[config.mk]
export PLATFORM = sky130hd
export DESIGN_NAME = klr_ctrl
export DESIGN_NICKNAME = d
export VERILOG_FILES = /design/src/hdl/klr_pkg.sv /design/src/hdl/klr_ctrl.sv
export VERILOG_INCLUDE_DIRS = /design/src /design/src/hdl
export SDC_FILE = /design/constraint.sdc
export NUM_CORES = 1
export LEC_CHECK = 0
export ABC_AREA = 1
export BUFFER_PORTS_ARGS = -buffer_cell sky130_fd_sc_hd__buf_2
export CAP_MARGIN = 20
export CORE_AREA = 2 2 39 41
export CTS_BUF_LIST = sky130_fd_sc_hd__clkbuf_16
export DETAILED_ROUTE_END_ITERATION = 6
export DIE_AREA = 0 0 41 43
export HOLD_SLACK_MARGIN = 0.15
export PLACE_DENSITY = 0.49
export REMOVE_ABC_BUFFERS = 1
export SKIP_LAST_GASP = 1
export SYNTH_ARGS = -nofsm -noshare
export SYNTH_HDL_FRONTEND = slang
export SYNTH_SLANG_ARGS = --single-unit
[constraint.sdc]
create_clock -name i_clk -period 1.1 [get_ports i_clk]
set_clock_uncertainty 0.1 [all_clocks]
set_input_delay 0.165 -clock i_clk [delete_from_list [all_inputs] [get_ports i_clk]]
set_output_delay 0.165 -clock i_clk [all_outputs]
set_load 0.005 [all_outputs]
[src/hdl/keymap_layer_resolver_defines.svh]
// Assertion macros used by the resolver controller RTL.
`ifndef KEYMAP_LAYER_RESOLVER_DEFINES_SVH
`define KEYMAP_LAYER_RESOLVER_DEFINES_SVH

// Same-cycle implication, checked on every edge out of reset.
`define KLR_ASSERT_NOW(label, clk, rst_n, ante, cons, msg) \
    label: assert property (@(posedge clk) disable iff (!(rst_n)) (ante) |-> (cons)) \
        else $error(msg);

// Next-cycle implication.
`define KLR_ASSERT_NEXT(label, clk, rst_n, ante, cons, msg) \
    label: assert property (@(posedge clk) disable iff (!(rst_n)) (ante) |=> (cons)) \
        else $error(msg);

`endif

[src/hdl/klr_pkg.sv]
package klr_pkg;

    localparam int LAYERS_DEF = 16;
    localparam int ROWS_DEF   = 8;
    localparam int COLS_DEF   = 16;
    localparam int MASK_W     = 16;
    localparam int KC_W       = 16;
    localparam int CFG_IDX_W  = 2;

    typedef enum logic [3:0] {
        K_LOOKUP  = 4'd0,
        K_ON      = 4'd1,
        K_OFF     = 4'd2,
        K_TOGGLE  = 4'd3,
        K_SET     = 4'd4,
        K_OR      = 4'd5,
        K_AND     = 4'd6,
        K_XOR     = 4'd7,
        K_DEF_SET = 4'd8,
        K_TRI     = 4'd9,
        K_WRITE   = 4'd10,
        K_CLEAR   = 4'd11
    } t_klr_kind;

    typedef enum logic [CFG_IDX_W-1:0] {
        CFG_MAPPED = 2'd0,
        CFG_TRANS  = 2'd1,
        CFG_NONE   = 2'd2
    } t_klr_cfg;

    typedef struct packed {
        logic [3:0]        kind;
        logic [7:0]        layer_index;
        logic [7:0]        second_layer;
        logic [7:0]        target_layer;
        logic [7:0]        row;
        logic [7:0]        col;
        logic [MASK_W-1:0] mask;
        logic [KC_W-1:0]   write_code;
    } t_klr_cmd;

    typedef struct packed {
        logic [KC_W-1:0]   keycode;
        logic [MASK_W-1:0] active_state;
        logic [MASK_W-1:0] default_state;
        logic [3:0]        highest_layer;
        logic              rejected;
    } t_klr_res;

    // controller -> datapath
    typedef struct packed {
        logic load;    // latch command, start scan at top layer
        logic finish;  // apply command, register result with none code
        logic rd;      // read keymap at current scan layer
        logic step;    // move scan one layer down
        logic fin_hit; // register result with keymap data
    } t_klr_ctl;

    // datapath -> controller
    typedef struct packed {
        logic scan_go;    // lookup with a valid position
        logic cand;       // current layer is searched and mapped
        logic layer_zero; // scan is at layer 0
        logic hit;        // read data is not transparent
    } t_klr_sts;

endpackage

[src/hdl/klr_ctrl.sv]
`include "keymap_layer_resolver_defines.svh"

module klr_ctrl (
    input  logic              i_clk,
    input  logic              i_rst_n,
    input  logic              i_start,
    input  klr_pkg::t_klr_sts i_sts,
    output klr_pkg::t_klr_ctl o_ctl,
    output logic              o_busy,
    output logic              o_done
);
    import klr_pkg::*;

    typedef enum logic [3:0] {
        S_IDLE  = 4'b0001,
        S_EXEC  = 4'b0010,
        S_SCAN  = 4'b0100,
        S_CHECK = 4'b1000
    } t_state;

    t_state r_state, n_state;
    logic   r_done, n_done;

    always_comb begin
        n_state = r_state;
        n_done  = 1'b0;
        o_ctl   = '0;
        case (r_state)
            S_IDLE: begin
                if (i_start) begin
                    o_ctl.load = 1'b1;
                    n_state    = S_EXEC;
                end
            end
            S_EXEC: begin
                if (i_sts.scan_go) begin
                    n_state = S_SCAN;
                end else begin
                    o_ctl.finish = 1'b1;
                    n_done       = 1'b1;
                    n_state      = S_IDLE;
                end
            end
            S_SCAN: begin
                if (i_sts.cand) begin
                    o_ctl.rd = 1'b1;
                    n_state  = S_CHECK;
                end else if (i_sts.layer_zero) begin
                    o_ctl.finish = 1'b1;
                    n_done       = 1'b1;
                    n_state      = S_IDLE;
                end else begin
                    o_ctl.step = 1'b1;
                end
            end
            S_CHECK: begin
                if (i_sts.hit) begin
                    o_ctl.fin_hit = 1'b1;
                    n_done        = 1'b1;
                    n_state       = S_IDLE;
                end else if (i_sts.layer_zero) begin
                    o_ctl.finish = 1'b1;
                    n_done       = 1'b1;
                    n_state      = S_IDLE;
                end else begin
                    o_ctl.step = 1'b1;
                    n_state    = S_SCAN;
                end
            end
            default: begin
                n_state = S_IDLE;
            end
        endcase
    end

    always_ff @(posedge i_clk) begin
        if (!i_rst_n) begin
            r_state <= S_IDLE;
            r_done  <= 1'b0;
        end else begin
            r_state <= n_state;
            r_done  <= n_done;
        end
    end

    assign o_busy = (r_state != S_IDLE);
    assign o_done = r_done;

    `KLR_ASSERT_NEXT(a_done_pulse, i_clk, i_rst_n, r_done, !r_done, "done longer than one cycle")
    `KLR_ASSERT_NEXT(a_accept_busy, i_clk, i_rst_n, i_start && !o_busy, o_busy && !r_done,
                     "accepted item did not make block busy")
    `KLR_ASSERT_NEXT(a_rd_check, i_clk, i_rst_n, o_ctl.rd, r_state == S_CHECK,
                     "keymap read not followed by check")
    `KLR_ASSERT_NOW(a_step_nonzero, i_clk, i_rst_n, o_ctl.step, !i_sts.layer_zero,
                    "scan stepped below layer 0")

endmodule

==> summary.txt, run 1 <==
Run status
  – Status: finished with violations
  – Violated checks: negative setup slack

Setup path
  – Critical Path RT: 0.83 ns
  – Startpoint Class: flop
  – CP endpoint kind: primary output
  – Worst Setup Path Type: reg2out
  – Worst reg2reg path startpoint: r_state[1]$_SDFFE_PN0P_
  – Worst R2R Path Depth: 9
  – Crit path DAT: ~1.1 ns
  – Worst r2r dst: r_state[0]$_SDFFE_PN1P_
  – Worst Path Max Fanout: 4
  – Setup slack, reg-to-reg: -0.10 ns

Clock network
  – TritonCTS Buffers: 3
  – Reg clk slew, reported paths: 0.03 ns
  – CTS sink count: 5
  – CTS tree: done
  – H-tree level count: 1
  – Root Driver: clkbuf_16
  – Worst-Skew Late Latency: about 0.23 ns
  – Clk buf depth: 2

Synth
  – Count of cell types in the netlist: 12
  – Yosys reg bits: 5
  – Ys Warns: 0
  – Async S/R FF share, synth: 0%
  – Yosys top cell by area: dfxtp_1
  – Mapped Area: about 370 µm²
  – Avg Cell Area, Syn: between 5 and 6 µm²
  – Top post-synthesis cells by count: nand2_1 (16), nor2_1 (14), inv_1 (12)
  – Most common cell in the synthesized netlist: nand2_1
  – Seq/Total Area, Yosys: 26.8%
  – Top-area cell type share of the netlist area: approximately 27%
  – Top_reg_cell synth: dfxtp_1
  – Cell count after synthesis: 67
  – Synth top area cells: dfxtp_1 (27%), nand2_1 (16%), nor2_1 (14%), inv_1 (12%), nand3_1 (8.1%)
  – Number of flops mapped to enable cells by yosys: 0

Power
  – Pwr/cell area: around 1500 nW/µm²
  – Gate power share: between 15 and 20%
  – Max VDD drop: a little over 1 mV
  – P_sw: around 0.00022 W
  – Sequential power share: a little over a fifth
  – Clock network power share: between 60% and 70%
  – Cell Int Power: 0.000723 W
  – Net Sw Frac: ~23%
  – Leakage power total: 0.377 nW

Global routing
  – All-Layer GR Usage: 13.8%
  – First-pass GRT wire length: 1600 µm
  – Largest net degree at the start of global routing: 5
  – Initial antenna violation count: 0
  – Number of global-route vias before repair: approximately 400
  – Grt ovf: 0

Route
  – DR pass1 iterations: 4
  – Detail Route Antenna Nets: 0
  – DRC viols: 0
  – DR WL/cell: between 9 and 10 µm
  – Detailed Route WL: 976 µm
  – Vias per cell: about 4.3
  – Via count: 463
  – Initial DRC count: 3

Place
  – Buffers on Ports: 13
  – Post-DP HPWL: between 700 and 800 µm
  – Pre-CTS WS: -0.0687 ns
  – Final GP Congestion: 0.723

Min path
  – Hold Crit Depth: 3
  – Hold_sp: i_sts[2]
  – WHS Endpoint: r_state[3]$_SDFFE_PN0P_
  – Class of the worst hold path: in2reg

Die
  – DIE HEIGHT: around 43 µm
  – Boundary pin count: 14
  – Initial Utilization: 26.9%
  – Die outline width: 41 µm
  – Die area: between 1500 and 2000 µm²
  – FP Rows: 14
  – Core Footprint: 1380 µm²

Timing
  – Worst Hold Margin: 0.166 ns
  – Max-slew headroom: 86.9%
  – Endpoints failing setup: 9
  – Slew Limit Fails: 0
  – RSZ-0062 raised after global routing: true
  – Worst setup margin: -0.293 ns
  – Final Hold Vio Count: 0
  – Final Cycle Share: 127%
  – Setup_tns: -1.78 ns
  – Max Freq: a little over 700 MHz
  – Tmin final: ~1.4 ns
  – Slew of the pin with the lowest slew margin: 0.195 ns

Cells and area
  – Synthesis-to-finish area growth: 72.8%
  – Share of layout cells above drive strength 1: 48.4%
  – Final #Nets: 99
  – Final Util: a little under half
  – Diodes inserted: 0

Flow run
  – Number of max-cap violations: 0
[per-stage QoR]
| step | cells | power [W] | area (µm²) |
|---|---|---|---|
| floorplan | 67 | 0.000273 | 373 |
| global placement | 97 | 0.000313 | 465 |
| detailed placement | 97 | 0.000311 | 465 |
| CTS | 107 | 0.000932 | 617 |
| global route | 107 | 0.000980 | 644 |
| finish | 107 | 0.000941 | 644 |
[layer usage]
layer / share of wire, % / track usage [%]
met1: 43 / 16.5
met2: 52 / 20.3
met5: 0 / 0
met4: 0.82 / 4.00
met3: 4.5 / 7.85
[cell usage in the layout (no fill, tap or decap), drive strengths merged]
cell          n
dfxtp         5
dlygate4sd3   2
inv          16
clkbuf        3
nand3         7
nand2        20
buf          18
o21ai         1
nor2         17
nor3          2
[state kept, by name (all words and copies together) (netlist names)]
signal,count
r_state,4
o_done,1
[power by group through the flow]
stage	combinational [W]	clock [W]	sequential (W)
2_1_floorplan	0.0000725	0	0.000200
6_report	0.000145	0.000596	0.000200
5_1_grt	0.000164	0.000615	0.000201
4_1_cts	0.000133	0.000598	0.000202
3_5_place_dp	0.000109	0	0.000202
3_3_place_gp	0.000111	0	0.000202
[kinds of logic after synthesis]
kind of cell | synth area share, %
buf+inv | 15.1
flops | 26.8
compound gates | 1.34
simple gates | 56.7
[worst max-delay path, stage by stage, from the launching register on]
cell,delay [ns]
dfxtp_2,0.32
inv_2,0.08
nand2_4,0.07
nor2_4,0.15
nand3_2,0.10
nand3_2,0.06
buf_2,0.11
[layout make-up]
cell class / instances / area, µm²
Clock inverter: 1 / 3.75
Fill cell: 153 / 739
Sequential cell: 5 / 108
Multi-Input combinational cell: 47 / 253
Tap cell: 16 / 20.0
Timing Repair Buffer: 20 / 126
Inverter: 15 / 58.8
Clock buffer: 3 / 75.1
[worst max path at each step]
stage	start	to	slack, ns	cells past startpoint
floorplan	r_state[3]$_SDFFE_PN0P_	r_state[0]$_SDFFE_PN1P_	0.07	8
global placement	r_state[3]$_SDFFE_PN0P_	o_ctl[3]	-0.08	6
detailed placement	r_state[3]$_SDFFE_PN0P_	o_ctl[3]	-0.07	6
CTS	r_state[1]$_SDFFE_PN0P_	o_ctl[3]	-0.29	6
global route	r_state[2]$_SDFFE_PN0P_	o_ctl[3]	-0.34	6
finish	r_state[1]$_SDFFE_PN0P_	o_ctl[3]	-0.29	6
[what timing repair did]
action / 4_1_cts / 5_1_grt
hold buffers: 2 / 0
endpoints found under the setup margin: 8 / 10
pin swaps: 6 / 8
gates resized for setup: 9 / 11
buffers inserted: 4 / 1
endpoints found under the hold margin: 5 / 0
Power figures use the tool's default switching activity.
==> run 2, diff against run 1 <==
Settings changed: MAX_ROUTING_LAYER set to met4.
==> run 2 against run 1 <==
Die area unchanged. Cell area unchanged. First-iteration DRC count increased by 130%. Via count increased by 1.7%. Setup slack improved by 0.0036 ns. Core utilization unchanged. Critical endpoint unchanged. The run still ends with negative setup slack left. Sequential cell count unchanged.
==> summary.txt, run 2 (synthesis results as in run 1) <==
Setup path
  – Startpoint Class: flop
  – Crit path DAT: about 1.1 ns
  – Critical Path RT: 0.83 ns
  – CP endpoint kind: primary output
  – Worst Path Max Fanout: 4
  – Worst Setup Path Type: reg2out

Global routing
  – All-Layer GR Usage: 14.1%
  – Initial antenna violation count: 0
  – Largest net degree at the start of global routing: 5
  – Grt ovf: 0
  – Number of global-route vias before repair: 400
  – First-pass GRT wire length: between 1500 and 2000 µm

Cells and area
  – Final Util: 46.6%
  – Biggest register: r_state
  – Share of layout cells above drive strength 1: roughly half
  – Synthesis-to-finish area growth: 72.8%
  – Largest register FFs: 4
  – Commonest non-fill, non-tap cell in the layout: nand2_1
  – Most frequent cells in the layout: nand2_1 (15), nor2_1 (14), buf_2 (13)
  – Final #Nets: 99
  – Filler cell count: 153
  – Diodes inserted: 0

Timing
  – Slew Limit Fails: 0
  – Max-slew headroom: between 80% and 90%
  – RSZ-0062 raised after global routing: true
  – Worst Hold Margin: between 0.15 and 0.2 ns
  – Endpoints failing setup: 9
  – Final Cycle Share: 126%
  – Tmin final: 1.39 ns
  – Slew of the pin with the lowest slew margin: approximately 0.20 ns
  – Worst setup margin: -0.289 ns
  – Final Hold Vio Count: 0
  – Max Freq: about 700 MHz

Die
  – Boundary pin count: 14
  – DIE HEIGHT: between 40 and 50 µm
  – Core Footprint: approximately 1400 µm²
  – Die outline width: between 40 and 50 µm
  – Initial Utilization: 26.9%
  – FP Rows: 14
  – Die area: around 1800 µm²

Route
  – Vias per cell: ~4.4
  – Initial DRC count: 7
  – DR WL met3: 48 µm
  – Met1 wire length: around 420 µm
  – DRC viols: 0
  – Detailed Route WL: between 900 and 1000 µm
  – DR WL/cell: a little over 9 µm
  – Via count: 471
  – Top Metal Used: met4
  – DR pass1 iterations: 4
  – Detail Route Antenna Nets: 0
  – Met2 WL: between 400 and 500 µm

Power
  – Tot Pwr: between 0.0009 and 0.001 W
  – Pwr/cell area: approximately 1500 nW/µm²
  – Leakage power total: around 0.38 nW
  – Max VDD drop: ~1.0 mV

Clock network
  – CTS tree: done
  – Root Driver: clkbuf_16
  – H-tree level count: 1
  – TritonCTS Buffers: 3
  – CTS sink count: 5
  – Reg clk slew, reported paths: about 0.030 ns
  – Worst-Skew Late Latency: between 0.2 and 0.25 ns
  – Clk buf depth: 2

Place
  – Pre-CTS WS: -0.0687 ns
  – Final GP Congestion: around 0.73
  – Post-DP HPWL: slightly above 700 µm
  – Buffers on Ports: 13

Run status
  – Violated checks: negative setup slack
  – Status: finished with violations

Min path
  – Class of the worst hold path: in2reg

Flow run
  – Number of max-cap violations: 0
## run 2: area by class of cell
type | count | area (µm²) | area share, %
tap | 16 | 20.0 | 3.11
clock inverter | 1 | 3.75 | 0.583
multi-input combinational | 47 | 253 | 39.2
inverter | 15 | 58.8 | 9.13
clock buffer | 3 | 75.1 | 11.7
sequential | 5 | 108 | 16.7
timing repair buffer | 20 | 126 | 19.6
## run 2: final timing paths
| kind | from | endpoint | slack (ns) | depth (start not counted) |
|---|---|---|---|---|
| setup / recovery | r_state[1]$_SDFFE_PN0P_ | o_ctl[3] | -0.29 | 6 |
| hold / removal | i_sts[2] | r_state[3]$_SDFFE_PN0P_ | 0.17 | 3 |
| setup reg to reg | r_state[1]$_SDFFE_PN0P_ | r_state[0]$_SDFFE_PN1P_ | -0.10 | 9 |
| hold reg to reg | r_state[2]$_SDFFE_PN0P_ | r_state[3]$_SDFFE_PN0P_ | 0.48 | 4 |
## run 2: where the power goes
part	leakage, nW	switching, W	internal [W]
Sequential	0.0422	0.00000888	0.000191
Clock	0.0423	0.000127	0.000471
Combinational	0.293	0.0000834	0.0000612
Total	0.377	0.000219	0.000723
## run 2: timing repair
item                                    4_1_cts  5_1_grt
hold endpoints to repair                      5        0
resized for setup                             9       11
hold buffers                                  2        0
endpoints found under the setup margin        8       10
setup buffers                                 4        1
pin swaps                                     6        8
## run 2: per-layer routing
layer / GRT usage, % / vias up
li1: - / 247
met1: 16.5 / 211
met2: 20.3 / 11
met3: 7.85 / 2
met4: 4.00 / 0
met5: - / -
## run 2: worst max-delay path, stage by stage, from the launching register on
cell	delay, ns
dfxtp_2	0.32
inv_2	0.08
nand2_4	0.07
nor2_4	0.15
nand3_2	0.10
nand3_2	0.06
buf_2	0.11
## run 2: metrics by stage
stage	setup TNS, ns	std cells	instance area (µm²)
CTS	-1.69	107	617
global route	-2.29	107	644
detailed placement	-0.228	97	465
finish	-1.75	107	644
floorplan	0	67	373
global placement	-0.327	97	465
